===== src/hw/rtl/vsc_pkg.sv =====
// Shared constants and types for the value-to-spectrum color unit.
// No dependencies; the divider, shade stage, top level and bench refer to it by scoped names.
package vsc_pkg;

  // Widths of the word fields.
  localparam int LEVEL_W      = 8;
  localparam int MAXV_W       = 8;
  localparam int CHANNEL_BITS = 8;

  // Reset value of the max_value register.
  localparam logic [MAXV_W-1:0] MAX_VALUE_RESET = 8'd30;

  // The wavelength offset above 400 nm is kept at 1/16 nm, so 300 nm is 4800 steps.
  localparam int WL_SPAN = 4800;

  // The offset is at most WL_SPAN, which fits in 13 quotient bits.
  localparam int Q_BITS     = 13;
  localparam int DIVIDEND_W = Q_BITS + MAXV_W;

  // Default depth of the divider pipeline.
  localparam int DIV_STAGES = 4;

  // Control that travels with each word down the pipeline.
  typedef struct packed {
    logic valid;
    logic black;
  } tag_t;

endpackage


===== src/hw/rtl/vsc_divider.sv =====
// Pipelined restoring divider that forms the wavelength offset 4800*level/max_value.
// Depends on vsc_pkg for widths and the pipeline tag type.
module vsc_divider #(
  parameter int STAGES = vsc_pkg::DIV_STAGES
) (
  input  logic                        clk,
  input  logic                        rst_n,
  input  vsc_pkg::tag_t               tag_i,
  input  logic [vsc_pkg::MAXV_W-1:0]  divisor_i,
  input  logic [vsc_pkg::MAXV_W-1:0]  rem_i,
  input  logic [vsc_pkg::Q_BITS-1:0]  dq_i,
  output vsc_pkg::tag_t               tag_o,
  output logic [vsc_pkg::Q_BITS-1:0]  quot_o
);

  localparam int QB  = vsc_pkg::Q_BITS;
  localparam int DW  = vsc_pkg::MAXV_W;
  localparam int SPS = (QB + STAGES - 1) / STAGES;

  for (genvar s = 0; s < STAGES; s++) begin : g_stage
    vsc_pkg::tag_t st_tag;
    logic [DW-1:0] st_div;
    logic [DW-1:0] st_rem;
    logic [QB-1:0] st_dq;
    vsc_pkg::tag_t tag_r;
    logic [DW-1:0] div_r;
    logic [DW-1:0] rem_r;
    logic [QB-1:0] dq_r;
    logic [DW-1:0] rem_nxt;
    logic [QB-1:0] dq_nxt;

    if (s == 0) begin : g_first
      assign st_tag = tag_i;
      assign st_div = divisor_i;
      assign st_rem = rem_i;
      assign st_dq  = dq_i;
    end else begin : g_next
      assign st_tag = g_stage[s-1].tag_r;
      assign st_div = g_stage[s-1].div_r;
      assign st_rem = g_stage[s-1].rem_r;
      assign st_dq  = g_stage[s-1].dq_r;
    end

    // Each step brings down one dividend bit and decides one quotient bit.
    always_comb begin
      logic [DW-1:0] rem;
      logic [QB-1:0] dq;
      logic [DW:0]   trial;
      logic          fits;
      rem   = st_rem;
      dq    = st_dq;
      trial = '0;
      fits  = 1'b0;
      for (int k = 0; k < SPS; k++) begin
        if (s * SPS + k < QB) begin
          trial = {rem, dq[QB-1]};
          fits  = (trial >= {1'b0, st_div});
          dq    = {dq[QB-2:0], fits};
          rem   = fits ? DW'(trial - {1'b0, st_div}) : trial[DW-1:0];
        end
      end
      rem_nxt = rem;
      dq_nxt  = dq;
    end

    always_ff @(posedge clk) begin
      if (!rst_n) begin
        tag_r <= '0;
      end else begin
        tag_r <= st_tag;
      end
    end

    always_ff @(posedge clk) begin
      div_r <= st_div;
      rem_r <= rem_nxt;
      dq_r  <= dq_nxt;
    end
  end

  assign tag_o  = g_stage[STAGES-1].tag_r;
  assign quot_o = g_stage[STAGES-1].dq_r;

endmodule


===== src/hw/rtl/vsc_shade.sv =====
// Segment decode, intensity weighting and exact scaling of the three color channels.
// Depends on vsc_pkg; takes the wavelength offset from vsc_divider.
module vsc_shade (
  input  logic                             clk,
  input  logic                             rst_n,
  input  vsc_pkg::tag_t                    tag_i,
  input  logic [vsc_pkg::Q_BITS-1:0]       quot_i,
  output logic                             valid_o,
  output logic [vsc_pkg::CHANNEL_BITS-1:0] red_o,
  output logic [vsc_pkg::CHANNEL_BITS-1:0] green_o,
  output logic [vsc_pkg::CHANNEL_BITS-1:0] blue_o
);

  localparam int CB   = vsc_pkg::CHANNEL_BITS;
  localparam int FULL = 2**CB - 1;

  // Segment ends as offsets above 400 nm in 1/16 nm steps.
  localparam int LO_INT_END = 320;   // 420 nm
  localparam int SEG1_END   = 640;   // 440 nm
  localparam int SEG2_END   = 1440;  // 490 nm
  localparam int SEG3_END   = 1760;  // 510 nm
  localparam int SEG4_END   = 2880;  // 580 nm
  localparam int SEG5_END   = 3920;  // 645 nm

  localparam int INT_LO_BASE = 960;
  localparam int INT_HI_BASE = 2640;
  localparam int INT_SLOPE   = 7;

  // Scaled numerators stay below 2^17; the reciprocals are exact for them at this shift.
  localparam int X_W         = 17;
  localparam int RECIP_SHIFT = 26;
  localparam int RECIP_W     = RECIP_SHIFT + 1;
  localparam int PROD_W      = X_W + RECIP_W;

  localparam logic [RECIP_W-1:0] RECIP_1   = RECIP_W'(2**RECIP_SHIFT);
  localparam logic [RECIP_W-1:0] RECIP_5   = RECIP_W'((2**RECIP_SHIFT + 4) / 5);
  localparam logic [RECIP_W-1:0] RECIP_25  = RECIP_W'((2**RECIP_SHIFT + 24) / 25);
  localparam logic [RECIP_W-1:0] RECIP_35  = RECIP_W'((2**RECIP_SHIFT + 34) / 35);
  localparam logic [RECIP_W-1:0] RECIP_65  = RECIP_W'((2**RECIP_SHIFT + 64) / 65);
  localparam logic [RECIP_W-1:0] RECIP_125 = RECIP_W'((2**RECIP_SHIFT + 124) / 125);
  localparam logic [RECIP_W-1:0] RECIP_275 = RECIP_W'((2**RECIP_SHIFT + 274) / 275);

  // Odd part of a channel's denominator; the power of two is shifted out beforehand.
  typedef enum logic [2:0] {
    DIV_1,
    DIV_5,
    DIV_25,
    DIV_35,
    DIV_65,
    DIV_125,
    DIV_275
  } div_sel_t;

  typedef struct packed {
    div_sel_t       sel;
    logic [X_W-1:0] x;
  } chan_term_t;

  function automatic logic [RECIP_W-1:0] recip(input div_sel_t sel);
    logic [RECIP_W-1:0] m;
    unique case (sel)
      DIV_1:   m = RECIP_1;
      DIV_5:   m = RECIP_5;
      DIV_25:  m = RECIP_25;
      DIV_35:  m = RECIP_35;
      DIV_65:  m = RECIP_65;
      DIV_125: m = RECIP_125;
      DIV_275: m = RECIP_275;
      default: m = RECIP_1;
    endcase
    return m;
  endfunction

  function automatic logic [31:0] full_times(input logic [31:0] v);
    return (v << CB) - v;
  endfunction

  vsc_pkg::tag_t tag_r;
  chan_term_t    red_r, green_r, blue_r;
  chan_term_t    red_nxt, green_nxt, blue_nxt;
  logic          valid_r;
  logic [CB-1:0] red_r8, green_r8, blue_r8;
  logic [CB-1:0] red_ch_nxt, green_ch_nxt, blue_ch_nxt;

  // Prep stage: pick the segment and form each channel's numerator.
  always_comb begin
    logic [31:0] d32;
    logic [31:0] ib;
    logic [31:0] ih;
    logic [9:0]  fall1;
    logic [21:0] pr;
    d32   = 32'(quot_i);
    ib    = 32'(INT_LO_BASE) + 32'(INT_SLOPE) * d32;
    ih    = 32'(INT_HI_BASE) + 32'(INT_SLOPE) * (32'(vsc_pkg::WL_SPAN) - d32);
    fall1 = 10'(32'(SEG1_END) - d32);
    pr    = 22'(fall1) * 22'(ib[11:0]);

    red_nxt   = '{sel: DIV_1, x: '0};
    green_nxt = '{sel: DIV_1, x: '0};
    blue_nxt  = '{sel: DIV_1, x: '0};

    if (!tag_i.black) begin
      priority if (d32 < 32'(LO_INT_END)) begin
        // Violet ramp together with the rising intensity: 640*3200 = 2^14 * 125.
        red_nxt  = '{sel: DIV_125, x: X_W'(full_times(32'(pr)) >> 14)};
        blue_nxt = '{sel: DIV_25, x: X_W'(full_times(ib) >> 7)};
      end else if (d32 <= 32'(SEG1_END)) begin
        red_nxt  = '{sel: DIV_5, x: X_W'(full_times(32'(fall1)) >> 7)};
        blue_nxt = '{sel: DIV_1, x: X_W'(FULL)};
      end else if (d32 <= 32'(SEG2_END)) begin
        green_nxt = '{sel: DIV_25, x: X_W'(full_times(d32 - 32'(SEG1_END)) >> 5)};
        blue_nxt  = '{sel: DIV_1, x: X_W'(FULL)};
      end else if (d32 <= 32'(SEG3_END)) begin
        green_nxt = '{sel: DIV_1, x: X_W'(FULL)};
        blue_nxt  = '{sel: DIV_5, x: X_W'(full_times(32'(SEG3_END) - d32) >> 6)};
      end else if (d32 <= 32'(SEG4_END)) begin
        red_nxt   = '{sel: DIV_35, x: X_W'(full_times(d32 - 32'(SEG3_END)) >> 5)};
        green_nxt = '{sel: DIV_1, x: X_W'(FULL)};
      end else if (d32 <= 32'(SEG5_END)) begin
        red_nxt   = '{sel: DIV_1, x: X_W'(FULL)};
        green_nxt = '{sel: DIV_65, x: X_W'(full_times(32'(SEG5_END) - d32) >> 4)};
      end else begin
        // Deep red with the falling intensity: 8800 = 2^5 * 275.
        red_nxt = '{sel: DIV_275, x: X_W'(full_times(ih) >> 5)};
      end
    end
  end

  // Scale stage: divide by the odd denominator through its reciprocal.
  always_comb begin
    logic [PROD_W-1:0] pr_red;
    logic [PROD_W-1:0] pr_green;
    logic [PROD_W-1:0] pr_blue;
    pr_red       = PROD_W'(red_r.x) * PROD_W'(recip(red_r.sel));
    pr_green     = PROD_W'(green_r.x) * PROD_W'(recip(green_r.sel));
    pr_blue      = PROD_W'(blue_r.x) * PROD_W'(recip(blue_r.sel));
    red_ch_nxt   = pr_red[RECIP_SHIFT +: CB];
    green_ch_nxt = pr_green[RECIP_SHIFT +: CB];
    blue_ch_nxt  = pr_blue[RECIP_SHIFT +: CB];
  end

  always_ff @(posedge clk) begin
    if (!rst_n) begin
      tag_r   <= '0;
      valid_r <= 1'b0;
    end else begin
      tag_r   <= tag_i;
      valid_r <= tag_r.valid;
    end
  end

  always_ff @(posedge clk) begin
    red_r    <= red_nxt;
    green_r  <= green_nxt;
    blue_r   <= blue_nxt;
    red_r8   <= red_ch_nxt;
    green_r8 <= green_ch_nxt;
    blue_r8  <= blue_ch_nxt;
  end

  assign valid_o = valid_r;
  assign red_o   = red_r8;
  assign green_o = green_r8;
  assign blue_o  = blue_r8;

endmodule


===== src/hw/rtl/value_to_spectrum_color_unit.sv =====
// Top level of the value-to-spectrum color unit: config register, capture stage and pipeline.
// Depends on vsc_pkg, vsc_divider and vsc_shade.
//
// Usage:
// A signed level word is offered on in_level with start; it is taken at a rising edge
// where start is high and busy is low. busy is high only in the cycle after a reset edge,
// so after reset one word can be taken in every cycle.
// The result word (out_red, out_green, out_blue) shows for exactly one cycle, marked by
// out_valid, after its input has passed through the pipeline:
// one capture stage, DIV_STAGES stages of the restoring divider that works out the
// wavelength, one segment decode stage and one reciprocal scaling stage.
// Throughput is one word per cycle; the divider steps are spread over its stages so that
// nothing is shared between words. Results leave in input order.
// The user writes max_value (cfg_wr_en / cfg_wr_data) only while no word is in flight; the
// block does not enforce it. Each word carries its own copy of the divisor down the pipeline.
// Reset, synchronous and active low, empties the pipeline and sets max_value to 30.
// The receiver has no way to hold results off, so the pipeline never stalls.
// A negative level, a level above max_value, or max_value of zero gives black.
module value_to_spectrum_color_unit #(
  parameter int DIV_STAGES = vsc_pkg::DIV_STAGES
) (
  input  logic                              clk,
  input  logic                              rst_n,
  input  logic                              start,
  output logic                              busy,
  input  logic signed [vsc_pkg::LEVEL_W-1:0] in_level,
  output logic                              out_valid,
  output logic [vsc_pkg::CHANNEL_BITS-1:0]  out_red,
  output logic [vsc_pkg::CHANNEL_BITS-1:0]  out_green,
  output logic [vsc_pkg::CHANNEL_BITS-1:0]  out_blue,
  input  logic                              cfg_wr_en,
  input  logic [vsc_pkg::MAXV_W-1:0]        cfg_wr_data
);

  localparam int NW = vsc_pkg::DIVIDEND_W;
  localparam int QB = vsc_pkg::Q_BITS;

  logic [vsc_pkg::MAXV_W-1:0] max_value_r;
  logic                       busy_r;

  // Capture stage registers.
  vsc_pkg::tag_t              cap_tag_r;
  vsc_pkg::tag_t              cap_tag_nxt;
  logic [vsc_pkg::MAXV_W-1:0] cap_div_r;
  logic [vsc_pkg::MAXV_W-1:0] cap_rem_r;
  logic [vsc_pkg::MAXV_W-1:0] cap_rem_nxt;
  logic [QB-1:0]              cap_dq_r;
  logic [QB-1:0]              cap_dq_nxt;

  vsc_pkg::tag_t              div_tag;
  logic [QB-1:0]              div_quot;

  logic                       accept;
  logic [vsc_pkg::LEVEL_W-1:0] level_bits;
  logic [NW-1:0]              dividend;

  assign accept     = start && !busy_r;
  assign level_bits = $unsigned(in_level);

  // The dividend is the level times the full span. When the level does not exceed
  // max_value, its top bits already lie below the divisor, so they seed the remainder
  // and only the low bits have to be brought down by the divider.
  always_comb begin
    dividend          = NW'(level_bits) * NW'(vsc_pkg::WL_SPAN);
    cap_rem_nxt       = dividend[NW-1:QB];
    cap_dq_nxt        = dividend[QB-1:0];
    cap_tag_nxt.valid = accept;
    cap_tag_nxt.black = in_level[vsc_pkg::LEVEL_W-1]
                        || (max_value_r == '0)
                        || (level_bits > max_value_r);
  end

  always_ff @(posedge clk) begin
    if (!rst_n) begin
      max_value_r <= vsc_pkg::MAX_VALUE_RESET;
      busy_r      <= 1'b1;
      cap_tag_r   <= '0;
    end else begin
      if (cfg_wr_en) begin
        max_value_r <= cfg_wr_data;
      end
      busy_r    <= 1'b0;
      cap_tag_r <= cap_tag_nxt;
    end
  end

  always_ff @(posedge clk) begin
    cap_div_r <= max_value_r;
    cap_rem_r <= cap_rem_nxt;
    cap_dq_r  <= cap_dq_nxt;
  end

  vsc_divider #(
    .STAGES (DIV_STAGES)
  ) u_divider (
    .clk       (clk),
    .rst_n     (rst_n),
    .tag_i     (cap_tag_r),
    .divisor_i (cap_div_r),
    .rem_i     (cap_rem_r),
    .dq_i      (cap_dq_r),
    .tag_o     (div_tag),
    .quot_o    (div_quot)
  );

  // The shade stages end in the output register, so the ports come straight from it.
  vsc_shade u_shade (
    .clk     (clk),
    .rst_n   (rst_n),
    .tag_i   (div_tag),
    .quot_i  (div_quot),
    .valid_o (out_valid),
    .red_o   (out_red),
    .green_o (out_green),
    .blue_o  (out_blue)
  );

  assign busy = busy_r;

endmodule


===== config.mk =====
export PLATFORM = sky130hd
export DESIGN_NAME = value_to_spectrum_color_unit
export DESIGN_NICKNAME = d
export VERILOG_FILES = /design/src/hw/rtl/vsc_pkg.sv /design/src/hw/rtl/vsc_divider.sv /design/src/hw/rtl/vsc_shade.sv /design/src/hw/rtl/value_to_spectrum_color_unit.sv
export SDC_FILE = /design/constraint.sdc
export NUM_CORES = 2
export LEC_CHECK = 0
export BUFFER_PORTS_ARGS = -buffer_cell sky130_fd_sc_hd__buf_2
export CAP_MARGIN = 20
export CORE_AREA = 4 4 375 377
export DETAILED_ROUTE_END_ITERATION = 16
export DIE_AREA = 0 0 379 381
export PLACE_DENSITY_LB_ADDON = 0.15
export SETUP_SLACK_MARGIN = 0.05
export SYNTH_ARGS = -nofsm -noshare
export SYNTH_HDL_FRONTEND = slang
export SYNTH_HIERARCHICAL = 1
export SYNTH_SLANG_ARGS = --single-unit

===== constraint.sdc =====
create_clock -name clk -period 18.2 [get_ports clk]
set_input_delay 2.73 -clock clk [delete_from_list [all_inputs] [get_ports clk]]
set_output_delay 2.73 -clock clk [all_outputs]
set_load 0.02 [all_outputs]

### Word level (Yosys, flattened, before mapping)

Index checks and enable logic that the tools add are counted.

| storage, ports and cells | value |
|---|---|
| output and inout bits | 26 |
| flip-flop bits (word level) | 216 |

| cells by class | value |
|---|---|
| reduce and logical (&&, ||, !) cells | 9 |
| add/subtract/negate cells | 28 |
| order comparisons | 20 |
| muxes and demuxes | 30 |
| multipliers | 7 |
| equality and inequality tests | 18 |

Operator list:

| kind | count |
|---|---|
| 27-bit one-hot mux with 6 select lines | 3 |
| 20-bit two-way mux | 7 |
| 9-bit by 8-bit greater-or-equal comparator with 1-bit output | 13 |
| 17-bit by 27-bit multiplier with 34-bit output | 3 |
| 8-bit two-way mux | 12 |
| 8-bit subtractor | 12 |
| 19-bit two-way mux | 5 |
| 22-bit subtractor | 3 |
| 18-bit two-way mux | 2 |
| 3-bit by 32-bit multiplier with 22-bit output, first input constant | 1 |
| 30-bit by 22-bit subtractor with 31-bit output | 1 |
| 3-bit equality test, second input constant | 9 |
| 13-bit by 11-bit less-or-equal comparator with 1-bit output, second input constant | 2 |
| 13-bit by 12-bit less-or-equal comparator with 1-bit output, second input constant | 2 |
| 24-bit by 17-bit subtractor with 24-bit output | 1 |
| 22-bit by 14-bit subtractor with 23-bit output | 1 |
| 12-bit by 22-bit adder with 22-bit output, first input constant | 1 |
| 10-bit by 12-bit multiplier with 22-bit output | 1 |
| 21-bit subtractor | 1 |
| 18-bit by 10-bit subtractor with 19-bit output | 1 |
| 3-bit by 2-bit equality test with 1-bit output, second input constant | 6 |
| 10-bit by 16-bit adder with 17-bit output, first input constant | 1 |
| 3-bit by 13-bit multiplier with 16-bit output, first input constant | 1 |
| 8-bit by 7-bit multiplier with 15-bit output, second input constant | 1 |
| other kinds (19) | 22 |

### Depth between registers and ports, before layout

| depth | value |
|---|---|
| depth after elaboration | 10 |
| depth in mapped cells | 42 |

### Hierarchy

Netlist, hierarchy kept.

By module, submodules not included:

| module | instances | cells an instance | area each (sq um) |
|---|---|---|---|
| vsc_shade | 1 | 4995 | 44939.4 |
| vsc_divider | 1 | 814 | 7547.2 |
| value_to_spectrum_color_unit | 1 | 201 | 2029.4 |

### Least setup slack after synthesis

OpenSTA, ideal clock, no wires.

| timing | value |
|---|---|
| path type | register to register |
| start | register u_divider.g_stage[3].dq_r[2] (netlist: u_divider/quot_o[2]) |
| end | register u_shade/red_r[15] (netlist name) |
| data arrival time | 9261 ps |
| stages on the path, launching flop included | 41 |
| buffers on the path | 0 |
| slack | 8823 ps |
| cells stage by stage | dfxtp_1 > inv_1 > fa_1 > inv_1 > ha_1 > ha_1 > inv_1 > fa_1 > nand2b_1 > a211oi_1 > o21ai_0 > nor2b_1 > xnor2_1 > ha_1 > inv_1 > fa_1 > inv_1 > fa_1 > [5 not listed] > ha_1 > and4_1 > o21a_1 > and3b_1 > nor2_1 > o311ai_2 > inv_1 > ha_1 > a21o_1 > a21oi_1 > nor2_1 > nor2_1 > o31a_1 > o21ai_0 > a41oi_2 > nor4_1 > or4_1 > and3_1 |

| on the way | value |
|---|---|
| cells in the longest elaborated chain, start to end | 10 |
| elaborated cells between the ends (all ways) | 24 |
| classes of those cells | add/sub (9); mul (3); order compare (6); mux (6) |

RTL lines:

| item | line | RTL |
|---|---|---|
| start, declared | vsc_divider.sv:28 | `logic [QB-1:0] dq_r;` |
| start signal, assigned | vsc_divider.sv:77 | `dq_r <= dq_nxt;` |
| 13-bit by 13-bit subtractor with 14-bit output | vsc_shade.sv:94 | `ih = 32'(INT_HI_BASE) + 32'(INT_SLOPE) * (32'(vsc_pkg::WL_SPAN) - d32);` |
| 3-bit by 32-bit multiplier with 22-bit output | vsc_shade.sv:94 |  |
| 12-bit by 22-bit adder with 22-bit output | vsc_shade.sv:94 |  |
| 22-bit subtractor | vsc_shade.sv:75 | `return (v << CB) - v;` |
| 20-bit two-way mux | vsc_shade.sv:119 | `end else if (d32 <= 32'(SEG5_END)) begin` |
| 20-bit two-way mux | vsc_shade.sv:116 | `end else if (d32 <= 32'(SEG4_END)) begin` |
| 20-bit two-way mux | vsc_shade.sv:113 | `end else if (d32 <= 32'(SEG3_END)) begin` |
| 20-bit two-way mux | vsc_shade.sv:110 | `end else if (d32 <= 32'(SEG2_END)) begin` |
| 20-bit two-way mux | vsc_shade.sv:107 | `end else if (d32 <= 32'(SEG1_END)) begin` |
| 20-bit two-way mux (*) | vsc_shade.sv:103 | `priority if (d32 < 32'(LO_INT_END)) begin` |
| end signal, assigned | vsc_shade.sv:153 | `red_r <= red_nxt;` |
| end, declared | vsc_shade.sv:79 | `chan_term_t red_r, green_r, blue_r;` |

Every way passes the cells marked *; elsewhere a longest branch is shown, timed or not.
A chain may end at the register's enable or synchronous reset.

### Final worst setup path

| timing | value |
|---|---|
| start | register u_divider.g_stage[3].dq_r[5] (netlist: u_divider/quot_o[5]) |
| end | register u_shade/red_r[15] (netlist name) |

The elaborated chain is that of the path after synthesis.

==> flow_summary.yaml <==
cts:
  clk_latency_ns: 0.61
  cts_tree: "yes"
  cts_buffers: 34
  htree_levels: 2
  cts-root-buf: "clkbuf_16"
  clkTransAtPathRegs_ns: 0.06
  cts_resized: 0
  clock_path_buffers: 3
  postCtsSetupBuffers: 0
  clock_sinks: 226
  cts_hold_buf: 0
yosys:
  async_flop_share: 0
  netlist.area_leader.share: 0.344
  syn_area_sq_mm: 0.0545
  synth-main-ff-cell: "dfxtp_1"
  yosysWarnings: 6
  ys_types: 107
  synth_enable_flop_cells: 0
  synth_top_area_cell: "fa_1"
  syn-instance-count: 6010
  synth_commonest_cells: "inv_1, fa_1, ha_1, nand2_1, and2_1"
  synth_area_per_cell_sq_um: 9.07
  yosysMostFrequentCell: "inv_1"
  yosysSeqAreaShare: 0.0830
  ys_top_cells_by_area: "fa_1, ha_1, inv_1, dfxtp_1, xnor2_1"
  synth_seq_cells: 226
sta:
  finalHoldViolCount: 0
  rsz0062_at_grt: "no"
  finClkSkew_ns: 0.0302
  relSlewSlack: 0.277
  worstMarginPinSlew_ns: 1.08
  timing.fmax_mhz: 95.0
  fin_crit_ns: 10.52
  post-route-period-util: 0.578
  fin_tns_setup_ns: 0
  setup_viol: 0
  slew_violations: 0
setup_path:
  crit_path_end: "u_shade/red_r[15]"
  worstSetupPathType: "flip-flop to flip-flop"
  cp-start-kind: "flip-flop"
  critPathMaxFanout: 15
  required_ns: 18.67
  slowest_delay_ns: 0.72
  slowest_stage: "dfxtp_1"
  worstPathArrival_ns: 11.00
  end_kind: "flip-flop"
  critPathLaunch: "u_divider/quot_o[5]"
  r2r-end: "u_shade/red_r[15]"
  reg2reg_from: "u_divider/quot_o[5]"
  r2r.worst_path.cells: 38
  r2r_setup_slack_ns: 7.68
global_routing:
  grt_pass1_vias: 42600
  overflow: 0
  antenna_found_initial: 4
  grt_max_degree: 41
  grt_first_pass_wirelength_mm: 243
  grt_usage: 0.215
placed_design:
  hpwl_mm: 129
  port_buffers: 45
  dp.cells: 7771
  gp_congestion: 0.931
floorplan:
  fp.dieW_microns: 379
  die_h_microns: 381
  core-area_sq_mm: 0.137
  start_util: 0.397
  die_area_sq_mm: 0.144
  io_pins: 46
  num_rows: 136
drt:
  routed_wl_mm: 152
  drc: 0
  drt-wirelength-per-cell_microns: 19.4
  dr.pass1.iters: 5
  num_vias: 40000
  via_per_inst: 5.10
  drt_iter0_markers: 2450
  ant_nets: 0
layout:
  drive_above_1_share: 0.0460
  final_core_util: 0.423
  n_antenna_cell: 0
  fin_cells: 7832
  fin_nets: 7732
  syn2layout_area_growth_pct: 6.41
worst_hold_path:
  hold_path_class: "flip-flop to flip-flop"
outcome:
  status: "finished clean"
job:
  max-cap-violations: 0
==> kinds of logic (layout without fill, tap and decap cells) <==
logic type,after synthesis,count (layout),share of synthesized area
AOI/OAI and AO/OA,820,820,0.102
muxes,73,73,0.0146
other,1,6,0.0000688
adders and majority gates,1698,1698,0.519
and+or+nand+nor,1406,1406,0.130
DFF,226,226,0.0830
xor gates and xnor gates,299,299,0.0488
buffers and inverters,1487,1510,0.103
==> per-layer routing <==
metal  vias to the layer above  wire, microns  global-route usage  part of all wire
li1                      19000              -                   -                 -
met1                     19800          69600               0.302              0.46
met2                       903          70400               0.352              0.46
met3                       193           7480              0.0282             0.049
met4                         0           4190              0.0519             0.028
met5                         -              0                   0                 0
==> stage by stage <==
step	hold slack [ns]	worst slack [ns]	cell area, sq um
after floorplan	0.310	8.82	54500
after global placement	0.311	7.89	56900
after detailed placement	0.312	7.71	56900
after CTS	0.309	7.68	58000
after global routing	0.324	6.93	58000
final	0.309	7.68	58000
==> cell type report <==
| cell class | instances | area (sq um) |
|---|---|---|
| clock buffer | 42 | 941 |
| timing repair buffer | 89 | 556 |
| multi-input combinational | 4302 | 44400 |
| sequential | 226 | 4530 |
| inverter | 1361 | 5110 |
| clock inverter | 18 | 211 |
| fill | 13800 | 79100 |
| tap | 1794 | 2240 |
==> worst max-delay path, delay by kind of cell (launching register included) <==
| family | cells | cell delay [ns] |
|---|---|---|
| fa+ha+maj | 10 | 4.48 |
| compound gates | 10 | 2.43 |
| simple gates | 10 | 1.64 |
| buf+inv | 7 | 0.99 |
| flops | 1 | 0.72 |
| xor+xnor | 1 | 0.14 |
==> state kept, by name (all words and copies together) (netlist names), 7 cells and up <==
signal                   cells
cap_rem_r                    8
u_shade/green_r             19
u_shade/red_r               20
cap_dq_r                     7
max_value_r                  8
u_divider/g_stage.dq_r      39
cap_div_r                    8
u_divider/quot_o            13
u_shade/red_o                8
u_shade/blue_o               8
u_divider/g_stage.rem_r     24
u_shade/green_o              8
u_divider/g_stage.div_r     24
u_shade/blue_r              19
==> cell usage in the layout (no fill, tap or decap), drive strengths merged, types with 15 or more instances in the layout <==
cell       n
ha       760
mux2i     26
and3      40
or2       27
nor2b    108
xor2      88
or3       17
o22ai     19
nand4     30
nor3      72
nand3     62
o21a      36
nand2b    67
inv     1360
a31oi     27
nand2    445
a21oi    219
o21bai    17
clkbuf    42
xnor2    211
mux2      47
o211ai    22
o21ai    164
fa       938
and2     252
buf       89
a21o      95
a211oi    37
clkinv    15
a221oi    34
dfxtp    226
nor2     235
==> how the worst min path moves through the flow <==
stage                                      start                             to  slack, ns  cells past startpoint
finish                               cap_dq_r[6]  u_divider/g_stage[0].dq_r[10]       0.31                      0
global route                         cap_dq_r[6]  u_divider/g_stage[0].dq_r[10]       0.32                      0
CTS                                  cap_dq_r[6]  u_divider/g_stage[0].dq_r[10]       0.31                      0
detailed placement  u_divider/g_stage[1].dq_r[6]  u_divider/g_stage[2].dq_r[10]       0.31                      0
global placement    u_divider/g_stage[0].dq_r[4]   u_divider/g_stage[1].dq_r[8]       0.31                      0
floorplan                            cap_dq_r[6]  u_divider/g_stage[0].dq_r[10]       0.31                      0
Power is left out: the tool's default activity adds up to more than one toggle a clock period on the data nets, which glitch-free logic cannot reach.
